==> config.mk <==
export PLATFORM = sky130hd
export DESIGN_NAME = keyboard_report_slot_engine_flat
export DESIGN_NICKNAME = d
export VERILOG_FILES = /design/src/kbr_pkg.sv /design/src/kbr_in_if.sv /design/src/kbr_out_if.sv /design/src/kbr_slot_cell.sv /design/src/kbr_seq.sv /design/src/keyboard_report_slot_engine.sv /design/src/flat_wrapper.sv
export SDC_FILE = /design/constraint.sdc
export NUM_CORES = 1
export LEC_CHECK = 0
export BUFFER_PORTS_ARGS = -buffer_cell sky130_fd_sc_hd__clkbuf_2
export CORE_UTILIZATION = 54
export DETAILED_ROUTE_END_ITERATION = 8
export PLACE_DENSITY = 0.73
export SLEW_MARGIN = 25
export SYNTH_ARGS = -nofsm -noshare
export SYNTH_HDL_FRONTEND = slang
export SYNTH_HIERARCHICAL = 1
export SYNTH_SLANG_ARGS = --single-unit
export TNS_END_PERCENT = 50
==> constraint.sdc <==
create_clock -name clk -period 2.7 [get_ports clk]
set_input_delay 0.405 -clock clk [delete_from_list [all_inputs] [get_ports clk]]
set_output_delay 0.405 -clock clk [all_outputs]
set_load 0.02 [all_outputs]
==> src/kbr_pkg.sv <==
// ============================================================================
// kbr_pkg - keyboard report slot engine package
// Command codes, modifier range, register reset value and the control word
// that the sequencer hands to the row of slot cells.
// ============================================================================
`default_nettype none

package kbr_pkg;

    // default number of key slots in the report
    localparam int KBR_KEY_SLOTS = 6;

    // input command codes
    typedef enum logic [2:0] {
        CMD_PRESS   = 3'd0,
        CMD_RELEASE = 3'd1,
        CMD_TICK    = 3'd2,
        CMD_SEND    = 3'd3,
        CMD_CLEAR   = 3'd4
    } kbr_cmd_t;

    // modifier usage range
    localparam logic [7:0] MOD_FIRST = 8'hE0;
    localparam logic [7:0] MOD_LAST  = 8'hE7;

    // idle period after reset, in units of four frame ticks
    localparam logic [7:0] IDLE_RATE_RESET = 8'd125;

    // control word to every slot cell
    typedef struct packed {
        logic shift;   // take the neighbour's code
        logic clear;   // empty the slot
    } kbr_cell_ctrl_t;

endpackage

`default_nettype wire

==> src/kbr_in_if.sv <==
// ============================================================================
// kbr_in_if - key event channel
// Valid/ready channel carrying one key event or command word.
// ============================================================================
`default_nettype none

interface kbr_in_if;
    logic       valid;
    logic       ready;
    logic [2:0] command;
    logic [7:0] keycode;
    logic       endpoint_ready;
    logic       link_configured;

    modport source (
        output valid, command, keycode, endpoint_ready, link_configured,
        input  ready
    );
    modport sink (
        input  valid, command, keycode, endpoint_ready, link_configured,
        output ready
    );
endinterface

`default_nettype wire

==> src/kbr_out_if.sv <==
// ============================================================================
// kbr_out_if - report byte channel
// Valid/ready channel carrying one report byte word.
// ============================================================================
`default_nettype none

interface kbr_out_if;
    logic       valid;
    logic       ready;
    logic [7:0] report_byte;
    logic       last_in_report;
    logic       status;

    modport source (
        output valid, report_byte, last_in_report, status,
        input  ready
    );
    modport sink (
        input  valid, report_byte, last_in_report, status,
        output ready
    );
endinterface

`default_nettype wire

==> src/kbr_slot_cell.sv <==
// ============================================================================
// kbr_slot_cell - one key slot
// Holds one key code; on shift takes the code handed on by its neighbour.
// ============================================================================
`default_nettype none

module kbr_slot_cell
    import kbr_pkg::*;
(
    input  wire logic           clk,
    input  wire logic           rst_n,
    input  wire kbr_cell_ctrl_t ctrl,
    input  wire logic [7:0]     d_in,
    output logic [7:0]          q
);

    logic [7:0] code_reg;

    // slot register: clear has priority over shift
    always_ff @(posedge clk or negedge rst_n)
    begin
        if (!rst_n)
        begin
            code_reg <= '0;
        end
        else if (ctrl.clear)
        begin
            code_reg <= '0;
        end
        else if (ctrl.shift)
        begin
            code_reg <= d_in;
        end
    end

    assign q = code_reg;

endmodule

`default_nettype wire

==> src/kbr_seq.sv <==
// ============================================================================
// kbr_seq - report sequencer
// Decodes commands, keeps modifiers and idle timing, walks the slot ring for
// press/release and report output, and holds the output word register.
// ============================================================================
`default_nettype none

module kbr_seq
    import kbr_pkg::*;
#(
    parameter int KEY_SLOTS = KBR_KEY_SLOTS
)
(
    input  wire logic        clk,
    input  wire logic        rst_n,
    kbr_in_if.sink           key_in,
    kbr_out_if.source        report_out,
    input  wire logic        cfg_we,
    input  wire logic [7:0]  cfg_wdata,
    input  wire logic [7:0]  head_code,
    output logic [7:0]       head_next,
    output kbr_cell_ctrl_t   cell_ctrl
);

    localparam int CNT_W = (KEY_SLOTS > 1) ? $clog2(KEY_SLOTS) : 1;
    localparam logic [CNT_W-1:0] CNT_LAST = CNT_W'(KEY_SLOTS - 1);

    typedef enum logic [5:0] {
        ST_IDLE = 6'b000001,
        ST_SCAN = 6'b000010,
        ST_MOD  = 6'b000100,
        ST_RSV  = 6'b001000,
        ST_SLOT = 6'b010000,
        ST_ERR  = 6'b100000
    } state_t;

    state_t           state_reg,    state_next;
    logic [CNT_W-1:0] cnt_reg,      cnt_next;
    logic             done_reg,     done_next;
    logic             op_press_reg, op_press_next;
    logic [7:0]       op_code_reg,  op_code_next;
    logic [7:0]       mod_reg,      mod_next;
    logic [1:0]       div_reg,      div_next;
    logic [7:0]       idle_cnt_reg, idle_cnt_next;
    logic [7:0]       idle_rate_reg, idle_rate_next;
    logic             out_valid_reg, out_valid_next;
    logic [7:0]       out_byte_reg, out_byte_next;
    logic             out_last_reg, out_last_next;
    logic             out_status_reg, out_status_next;

    logic in_acc;
    logic out_free;
    logic fire;

    assign key_in.ready = (state_reg == ST_IDLE);
    assign in_acc       = key_in.valid && key_in.ready;
    assign out_free     = !out_valid_reg || report_out.ready;

    // next state, ring control and output word load
    always_comb
    begin
        logic       is_mod;
        logic [7:0] mod_bit;
        logic [7:0] tick_cnt;
        logic       hit;

        state_next      = state_reg;
        cnt_next        = cnt_reg;
        done_next       = done_reg;
        op_press_next   = op_press_reg;
        op_code_next    = op_code_reg;
        mod_next        = mod_reg;
        div_next        = div_reg;
        idle_cnt_next   = idle_cnt_reg;
        idle_rate_next  = idle_rate_reg;
        out_valid_next  = out_valid_reg;
        out_byte_next   = out_byte_reg;
        out_last_next   = out_last_reg;
        out_status_next = out_status_reg;
        cell_ctrl       = '0;
        head_next       = head_code;
        fire            = 1'b0;

        is_mod   = (key_in.keycode >= MOD_FIRST) && (key_in.keycode <= MOD_LAST);
        mod_bit  = 8'b1 << key_in.keycode[2:0];
        tick_cnt = idle_cnt_reg + 8'd1;
        hit      = !done_reg && (op_press_reg ? (head_code == 8'd0)
                                              : (head_code == op_code_reg));

        // word taken downstream
        if (out_valid_reg && report_out.ready)
        begin
            out_valid_next = 1'b0;
        end

        // register write clears the idle count, unless an accepted tick sets it in the same cycle
        if (cfg_we)
        begin
            idle_rate_next = cfg_wdata;
            idle_cnt_next  = '0;
        end

        unique case (state_reg)
            ST_IDLE:
            begin
                if (in_acc)
                begin
                    unique case (kbr_cmd_t'(key_in.command))
                        CMD_PRESS, CMD_RELEASE:
                        begin
                            if (key_in.keycode != 8'd0)
                            begin
                                if (is_mod)
                                begin
                                    mod_next = (key_in.command == CMD_PRESS)
                                             ? (mod_reg | mod_bit)
                                             : (mod_reg & ~mod_bit);
                                end
                                else
                                begin
                                    op_press_next = (key_in.command == CMD_PRESS);
                                    op_code_next  = key_in.keycode;
                                    cnt_next      = '0;
                                    done_next     = 1'b0;
                                    state_next    = ST_SCAN;
                                end
                            end
                        end
                        CMD_TICK:
                        begin
                            if (key_in.link_configured && (idle_rate_reg != 8'd0))
                            begin
                                div_next = div_reg + 2'd1;
                                if ((div_next == 2'd0) && key_in.endpoint_ready)
                                begin
                                    if (tick_cnt == idle_rate_reg)
                                    begin
                                        idle_cnt_next = '0;
                                        fire          = 1'b1;
                                        state_next    = ST_MOD;
                                    end
                                    else
                                    begin
                                        idle_cnt_next = tick_cnt;
                                    end
                                end
                            end
                        end
                        CMD_SEND:
                        begin
                            if (key_in.link_configured)
                            begin
                                idle_cnt_next = '0;
                                state_next    = ST_MOD;
                            end
                            else
                            begin
                                state_next = ST_ERR;
                            end
                        end
                        CMD_CLEAR:
                        begin
                            mod_next        = '0;
                            cell_ctrl.clear = 1'b1;
                        end
                        default:
                        begin
                        end
                    endcase
                end
            end
            // one slot per cycle passes the head; first hit is updated
            ST_SCAN:
            begin
                cell_ctrl.shift = 1'b1;
                if (hit)
                begin
                    head_next = op_press_reg ? op_code_reg : 8'd0;
                    done_next = 1'b1;
                end
                if (cnt_reg == CNT_LAST)
                begin
                    state_next = ST_IDLE;
                end
                else
                begin
                    cnt_next = cnt_reg + CNT_W'(1);
                end
            end
            ST_MOD:
            begin
                if (out_free)
                begin
                    out_valid_next  = 1'b1;
                    out_byte_next   = mod_reg;
                    out_last_next   = 1'b0;
                    out_status_next = 1'b0;
                    state_next      = ST_RSV;
                end
            end
            ST_RSV:
            begin
                if (out_free)
                begin
                    out_valid_next  = 1'b1;
                    out_byte_next   = 8'd0;
                    out_last_next   = 1'b0;
                    out_status_next = 1'b0;
                    cnt_next        = '0;
                    state_next      = ST_SLOT;
                end
            end
            // head slot goes out, ring turns by one
            ST_SLOT:
            begin
                if (out_free)
                begin
                    out_valid_next  = 1'b1;
                    out_byte_next   = head_code;
                    out_last_next   = (cnt_reg == CNT_LAST);
                    out_status_next = 1'b0;
                    cell_ctrl.shift = 1'b1;
                    if (cnt_reg == CNT_LAST)
                    begin
                        state_next = ST_IDLE;
                    end
                    else
                    begin
                        cnt_next = cnt_reg + CNT_W'(1);
                    end
                end
            end
            ST_ERR:
            begin
                if (out_free)
                begin
                    out_valid_next  = 1'b1;
                    out_byte_next   = 8'd0;
                    out_last_next   = 1'b1;
                    out_status_next = 1'b1;
                    state_next      = ST_IDLE;
                end
            end
            default:
            begin
                state_next = ST_IDLE;
            end
        endcase
    end

    // control and key state
    always_ff @(posedge clk or negedge rst_n)
    begin
        if (!rst_n)
        begin
            state_reg     <= ST_IDLE;
            cnt_reg       <= '0;
            done_reg      <= 1'b0;
            mod_reg       <= '0;
            div_reg       <= '0;
            idle_cnt_reg  <= '0;
            idle_rate_reg <= IDLE_RATE_RESET;
            out_valid_reg <= 1'b0;
        end
        else
        begin
            state_reg     <= state_next;
            cnt_reg       <= cnt_next;
            done_reg      <= done_next;
            mod_reg       <= mod_next;
            div_reg       <= div_next;
            idle_cnt_reg  <= idle_cnt_next;
            idle_rate_reg <= idle_rate_next;
            out_valid_reg <= out_valid_next;
        end
    end

    // payload registers
    always_ff @(posedge clk)
    begin
        op_press_reg   <= op_press_next;
        op_code_reg    <= op_code_next;
        out_byte_reg   <= out_byte_next;
        out_last_reg   <= out_last_next;
        out_status_reg <= out_status_next;
    end

    assign report_out.valid          = out_valid_reg;
    assign report_out.report_byte    = out_byte_reg;
    assign report_out.last_in_report = out_last_reg;
    assign report_out.status         = out_status_reg;

`ifndef ASSERT_OFF
    // a scan lasts exactly one turn of the ring
    a_scan_end: assert property (@(posedge clk) disable iff (!rst_n)
        (state_reg == ST_SCAN && cnt_reg == CNT_LAST) |=> (state_reg == ST_IDLE))
        else $error("slot scan did not finish after one turn");

    // an idle expiry restarts the idle count and starts a report
    a_fire_clear: assert property (@(posedge clk) disable iff (!rst_n)
        (in_acc && fire && !cfg_we) |=> (idle_cnt_reg == 8'd0 && state_reg == ST_MOD))
        else $error("idle expiry did not restart count and report");

    // refused send gives a single flagged final word
    a_err_word: assert property (@(posedge clk) disable iff (!rst_n)
        (state_reg == ST_ERR && out_free)
        |=> (out_valid_reg && out_status_reg && out_last_reg && state_reg == ST_IDLE))
        else $error("refused send word malformed");

    // an unflagged final report word only comes from the last slot
    a_last_src: assert property (@(posedge clk) disable iff (!rst_n)
        (out_valid_next && out_last_next && !out_status_next && out_free)
        |-> (state_reg == ST_SLOT && cnt_reg == CNT_LAST))
        else $error("final report word from wrong place");
`endif

endmodule

`default_nettype wire

==> src/keyboard_report_slot_engine.sv <==
// ============================================================================
// keyboard_report_slot_engine - boot keyboard report keeper
// Modifier byte plus a ring of key slot cells; emits the report on request
// or on idle expiry.
// ============================================================================
//
//   port        dir   handshake     word
//   key_in      in    valid/ready   command, keycode, endpoint_ready,
//                                   link_configured
//   report_out  out   valid/ready   report_byte, last_in_report, status
//   cfg_we      in    write strobe  cfg_wdata -> idle_rate
//
// Modifier and clear words, and ticks that do not end the idle period, are
// done as they are taken; a refused send goes out via ST_ERR. Key press or
// release turns the ring once past the head cell. A report gives one output
// word per cycle while report_out does not stall; one ring step per slot.
// Reset clears all key state; idle_rate returns to 125.
// key_in is taken only between operations; the output register takes a new
// word only when empty or when its word is taken in that cycle.
//
`default_nettype none

module keyboard_report_slot_engine
    import kbr_pkg::*;
#(
    parameter int KEY_SLOTS = KBR_KEY_SLOTS
)
(
    input  wire logic       clk,
    input  wire logic       rst_n,
    kbr_in_if.sink          key_in,
    kbr_out_if.source       report_out,
    input  wire logic       cfg_we,
    input  wire logic [7:0] cfg_wdata
);

    kbr_cell_ctrl_t cell_ctrl;
    logic [7:0]     head_next;
    logic [7:0]     slot_q [KEY_SLOTS];

    // sequencer
    kbr_seq #(
        .KEY_SLOTS (KEY_SLOTS)
    ) u_seq (
        .clk        (clk),
        .rst_n      (rst_n),
        .key_in     (key_in),
        .report_out (report_out),
        .cfg_we     (cfg_we),
        .cfg_wdata  (cfg_wdata),
        .head_code  (slot_q[0]),
        .head_next  (head_next),
        .cell_ctrl  (cell_ctrl)
    );

    // slot ring: each cell takes its upper neighbour, the tail takes the head
    for (genvar i = 0; i < KEY_SLOTS; i++)
    begin : g_slot
        logic [7:0] d_in;

        if (i == KEY_SLOTS - 1)
        begin : g_tail
            assign d_in = head_next;
        end
        else
        begin : g_body
            assign d_in = slot_q[i + 1];
        end

        kbr_slot_cell u_cell (
            .clk   (clk),
            .rst_n (rst_n),
            .ctrl  (cell_ctrl),
            .d_in  (d_in),
            .q     (slot_q[i])
        );
    end

endmodule

`default_nettype wire

==> src/flat_wrapper.sv <==
// flat-port wrapper written by rule: the top's interface ports become plain ports
module keyboard_report_slot_engine_flat import kbr_pkg::*;
#(
    parameter int KEY_SLOTS = KBR_KEY_SLOTS
)
  (clk, rst_n, cfg_we, cfg_wdata, key_in_valid, key_in_command, key_in_keycode, key_in_endpoint_ready, key_in_link_configured, key_in_ready, report_out_valid, report_out_report_byte, report_out_last_in_report, report_out_status, report_out_ready);
  kbr_in_if key_in_i ();
  kbr_out_if report_out_i ();
  input  wire logic clk;
  input  wire logic rst_n;
  input  wire logic cfg_we;
  input  wire logic [7:0] cfg_wdata;
  input wire logic [$bits(key_in_i.valid)-1:0] key_in_valid;
  input wire logic [$bits(key_in_i.command)-1:0] key_in_command;
  input wire logic [$bits(key_in_i.keycode)-1:0] key_in_keycode;
  input wire logic [$bits(key_in_i.endpoint_ready)-1:0] key_in_endpoint_ready;
  input wire logic [$bits(key_in_i.link_configured)-1:0] key_in_link_configured;
  output wire logic [$bits(key_in_i.ready)-1:0] key_in_ready;
  output wire logic [$bits(report_out_i.valid)-1:0] report_out_valid;
  output wire logic [$bits(report_out_i.report_byte)-1:0] report_out_report_byte;
  output wire logic [$bits(report_out_i.last_in_report)-1:0] report_out_last_in_report;
  output wire logic [$bits(report_out_i.status)-1:0] report_out_status;
  input wire logic [$bits(report_out_i.ready)-1:0] report_out_ready;
  assign key_in_i.valid = key_in_valid;
  assign key_in_i.command = key_in_command;
  assign key_in_i.keycode = key_in_keycode;
  assign key_in_i.endpoint_ready = key_in_endpoint_ready;
  assign key_in_i.link_configured = key_in_link_configured;
  assign key_in_ready = key_in_i.ready;
  assign report_out_valid = report_out_i.valid;
  assign report_out_report_byte = report_out_i.report_byte;
  assign report_out_last_in_report = report_out_i.last_in_report;
  assign report_out_status = report_out_i.status;
  assign report_out_i.ready = report_out_ready;
  keyboard_report_slot_engine #(.KEY_SLOTS(KEY_SLOTS)) u_core (.clk(clk), .rst_n(rst_n), .key_in(key_in_i), .report_out(report_out_i), .cfg_we(cfg_we), .cfg_wdata(cfg_wdata));
endmodule
# Word-level counts from Yosys, hierarchy flattened
# Cells that the tools add are included.
# classes
addsub	3
order_cmp	2
eq_ne	33
shift	1
muxes	73
n_bitwise	4
reduce_logical	35
# op_table
op	n
$mux 8	28
$mux 6	12
$pmux 6 s6	1
$pmux 8 s2	2
$pmux 8 s3	1
$mux 3	7
$pmux 6 s3	1
$eq 8x8->1	2
$mux 1	16
$ne 2x2->1 const B	8
$reduce_bool 8->1	2
$ne 3x3->1 const B	5
$ne 2x1->1 const B	6
$pmux 3 s4	1
$reduce_and 4->1	3
$reduce_and 11->1	1
$reduce_and 5->1	2
$add 8x1->8 const B	1
$and 8x8->8	1
$ge 8x8->1 const B	1
$le 8x8->1 const B	1
$logic_not 8->1	1
$not 8->8	1
$or 8x8->8	1
30 further kinds	46
# totals
regBits	104
input_bits	26
out_inout_bits	12
wordCells	170

# Depth between registers and ports, before layout
# depth
ltp_word	8
ltp_mapped	9
mapped_depth_nobuf	7

# Hierarchy
# The synthesis kept the hierarchy.
# by_module_without_submodules
module	instances	cells_each	area_per_inst_um2	seq_area_each_um2
kbr_seq	1	301	3153.0	1505.2
kbr_slot_cell	6	26	325.3	200.2

# Worst setup path after synthesis
# No wires, ideal clock.
# synth_path
path_kind	register -> register
from	register u_core.u_seq.state_reg[0]
to	register u_core.u_seq.mod_reg[4]
setup_ns	0.156
t_arrival_ns	2.667
t_required_ns	2.544
setup_slack_ns	-0.123
stages_incl_launch_ff	8
n_path_buf	1
synth_period_minus_slack_ns	2.823
path_cell_list	dfstp_2 or4b_4 or4b_1 buf_2 or4b_4 or3_1 mux2i_1 nor2_1
# synth_via
elab_chain_len	3
# synth_lines
item	line	text
from (decl)	kbr_seq.sv:37	state_t state_reg, state_next;
from (signal assigned)	kbr_seq.sv:267	state_reg <= state_next;
$eq 6x1->1 *	kbr_seq.sv:55, kbr_seq.sv:103	
$logic_and 1x1->1	kbr_seq.sv:56	assign in_acc = key_in.valid && key_in.ready;
$reduce_and 5->1 (no line) *	--	
to (signal assigned)	kbr_seq.sv:270	mod_reg <= mod_next;
to (decl)	kbr_seq.sv:42	logic [7:0] mod_reg, mod_next;
# Mark *: on every way between the ends. The rest lies on a longest branch, timed or not.
# A chain may end at the register's enable or synchronous reset.

# Worst setup path after layout
# Ends and elaborated chain as after synthesis.

==> results.py <==
metrics = {
    "run_status": {
        "status": "complete, but fails checks",
        "violations": "negative setup slack",
    },
    "clocking": {
        "cts.sink_count": 104,
        "h-tree-depth": 3,
        "numCtsBuffers": 9,
        "clock_latency_ns": 0.37,
        "path_clk_slew_ns": 0.09,
        "cts_tree": "yes",
        "clock-root-buffer": "clkbuf_8",
        "cts_max_path_buffers": 2,
        "postCtsSetupBuffers": 0,
    },
    "power": {
        "leakage_nw": 2.51,
        "totalPowerFinal_mw": 3.29,
        "power_density_mw_per_mm2": 573,
        "peakVddDrop_mv": 0.439,
    },
    "sta": {
        "worstMarginPinSlew_ns": 0.570,
        "hold_slack_ns": 0.250,
        "maxSlewViolCount": 0,
        "finalSetupViolCount": 2,
        "finalHoldViolations": 0,
        "fin_crit_ns": 2.74,
        "skew_ns": 0.0104,
        "relSlewSlack_pct": 61.6,
        "rsz0062_at_grt": "true",
        "max_freq_mhz": 364,
        "worst_slack_ns": -0.0444,
        "period_share_pct": 102,
    },
    "cells_and_area": {
        "diodes": 0,
        "nets": 528,
        "drive_above_1_share_pct": 19.3,
        "area_growth_pct": 12.5,
        "fin_area_sq_mm": 0.00574,
        "largest_reg_flops": 48,
    },
    "logic_synthesis": {
        "ys.warnings.count": 6,
        "synth_top_family_by_area": "simple AND/OR/NAND/NOR gates",
        "synthAdderAreaFrac_pct": 0.980,
        "synth_nets": 487,
        "synthTopCellsByCount": "78 x dfrtp_1, 64 x nor2_1, 56 x mux2i_1, 26 x nand2_1, 19 x edfxtp_1",
        "synthCells": 457,
        "synth.top_cell.area_share_pct": 38.2,
        "synth-xor-area-share_pct": 3.26,
        "synthesis.area_sq_mm": 0.00510,
        "synthTopCellsByArea": "dfrtp_1 38%, edfxtp_1 11%, mux2i_1 11%",
        "synth-main-ff-cell": "dfrtp_1",
        "yosys.area.top_type": "dfrtp_1",
        "synth_compound_area_share_pct": 9.90,
        "synth-seq-cells": 104,
        "yosysMostFrequentCell": "dfrtp_1",
        "synth-simple-area-share_pct": 16.7,
        "ys_types": 55,
        "synth-edff-count": 19,
        "synth_mux_area_share_pct": 13.0,
        "synth_area_per_cell_sq_um": 11.2,
        "async_flop_share_pct": 81.7,
        "seq_area_frac_synth_pct": 53.0,
    },
    "setup_path": {
        "path_buf_inv": 0,
        "cp_num_cells": 6,
        "r2r_start": "u_core/u_seq/state_reg[0]",
        "critPathCapture": "u_core/u_seq/mod_reg[4]",
        "cp-startpoint": "u_core/u_seq/state_reg[0]",
        "crit_chain": "or4b_4 -> or4b_4 -> or4b_4 -> or3_1 -> mux2i_1 -> nor2_1",
        "reg2reg_depth": 6,
        "r2r_end": "u_core/u_seq/mod_reg[4]",
        "worst_path_most_repeated_cell": "or4b_4",
        "cp-start-kind": "flop",
        "critPathRequiredTime_ns": 2.95,
        "slowest_stage": "or4b_4",
        "crit_type": "flop to flop",
        "cp_top_family": "simple AND/OR/NAND/NOR gates",
        "slowest_delay_ns": 0.56,
        "worstPathArrival_ns": 3.00,
        "path_max_fanout": 5,
        "critPathCaptureType": "flop",
        "ff2ff_setup_slack_ns": -0.04,
    },
    "global_routing": {
        "use_met1_pct": 29.4,
        "use_met3_pct": 5.20,
        "gr-usage-met2_pct": 34.7,
        "grt_max_degree": 57,
        "busiest_layer": "met2",
        "antenna_found_initial": 0,
        "grt_pass1_vias": 3526,
        "gr-total-overflow": 0,
        "grt_pass1_wl_um": 16800,
        "grt_usage_pct": 21.7,
    },
    "flow_run": {
        "maxCapViolations": 0,
    },
    "detailed_routing": {
        "via_per_inst": 5.79,
        "drc": 0,
        "vias": 3558,
        "wl_um": 9940,
        "ant_nets": 0,
        "dr.pass1.iters": 4,
        "avgRoutedWirePerCell_um": 16.2,
        "drt_iter0_drc": 152,
    },
    "floorplan": {
        "die_w_um": 99.2,
        "fp.dieH_um": 99.2,
        "initial_core_util_pct": 55.5,
        "io_pins": 38,
        "core-area_sq_mm": 0.00920,
        "die_area_sq_mm": 0.00985,
        "placementRows": 35,
    },
    "place": {
        "dpl-instance-area_sq_mm": 0.00546,
        "hpwlAfterDp_um": 7040,
        "io_buffer_count": 37,
        "gp_congestion": 0.889,
    },
    "min_path": {
        "hold_path.class": "input pin to flop",
        "min_path_cells": 3,
    },
}
-- what timing repair did --
item / CTS / global route
hold buffers: 1 / 0
gates resized for setup: 1 / 4
pin swaps: 2 / 0
setup endpoints to repair: 1 / 15
endpoints found under the hold margin: 8 / 0
-- worst min-delay path: cells and delay by family --
kind	cells	cell delay [ns]
simple gates	1	0.05
compound gates	1	0.08
buf+inv	1	0.08
-- cell families (layout without fill, tap and decap cells) --
group | Yosys count | in the layout
mux | 65 | 65
buf+inv | 31 | 77
fa+ha+maj | 4 | 4
xor+xnor | 19 | 19
flops | 104 | 104
simple gates | 166 | 166
compound gates | 68 | 68
-- through the flow --
| stage | util (%) | instances | setup TNS [ns] | setup WS, ns |
|---|---|---|---|---|
| after floorplan | - | 457 | -0.150 | -0.0988 |
| after global placement | 59.4 | 597 | 0 | 0.0119 |
| after detailed placement | 59.4 | 597 | -0.0230 | -0.0230 |
| after CTS | 62.2 | 614 | -0.0162 | -0.0130 |
| after global routing | 62.4 | 614 | -0.823 | -0.0983 |
| final | 62.4 | 614 | -0.0622 | -0.0444 |
-- how the worst min path moves through the flow --
stage                      startpoint                       endpoint  slack [ns]
floorplan                       rst_n   u_core/g_slot[0].u_cell/q[0]        0.11
global placement                rst_n   u_core/g_slot[2].u_cell/q[1]        0.40
detailed placement              rst_n   u_core/g_slot[2].u_cell/q[1]        0.41
CTS                      cfg_wdata[4]  u_core/u_seq/idle_rate_reg[4]        0.23
global route        key_in_keycode[4]    u_core/u_seq/op_code_reg[4]        0.24
finish                   cfg_wdata[4]  u_core/u_seq/idle_rate_reg[4]        0.25
-- area by class of cell --
type                       count  area (sq um)
fill                         745          3460
sequential                   104          2710
multi-input combinational    322          2270
timing repair buffer          54           355
clock buffer                  13           201
tap                          111           139
clock inverter                 3          41.3
inverter                       7          26.3
-- power breakdown --
part	total [mW]	internal [mW]	switching, mW
Combinational	0.457	0.197	0.260
Clock	1.11	0.591	0.514
Sequential	1.72	1.68	0.0469
-- cell usage in the layout (no fill, tap or decap), types with 3 or more instances in the layout --
| master | instances |
|---|---|
| ha_1 | 4 |
| a22o_1 | 16 |
| inv_1 | 7 |
| a21o_1 | 6 |
| clkbuf_2 | 36 |
| nor2_1 | 64 |
| edfxtp_1 | 19 |
| mux2i_1 | 56 |
| or3_1 | 7 |
| xnor2_1 | 16 |
| dfrtp_1 | 78 |
| nand2_1 | 25 |
| xor2_1 | 3 |
| mux2_2 | 9 |
| nand3_1 | 8 |
| nor3b_1 | 3 |
| clkbuf_8 | 11 |
| o21ai_0 | 9 |
| buf_12 | 3 |
| dfstp_2 | 7 |
| nor3_1 | 9 |
| nand2b_1 | 12 |
| or4b_4 | 3 |
| a21oi_1 | 11 |
| nor4_1 | 8 |
| nand4_1 | 4 |
| nor2b_1 | 6 |
| nand4b_1 | 5 |
| buf_4 | 14 |
-- routing by layer --
| layer | up-vias | part of all wire (%) |
|---|---|---|
| li1 | 1733 | - |
| met4 | 0 | 1.4 |
| met5 | - | 0 |
| met1 | 1729 | 46 |
| met2 | 84 | 49 |
| met3 | 12 | 4.2 |
No activity file was read; power rests on OpenSTA's default activity.
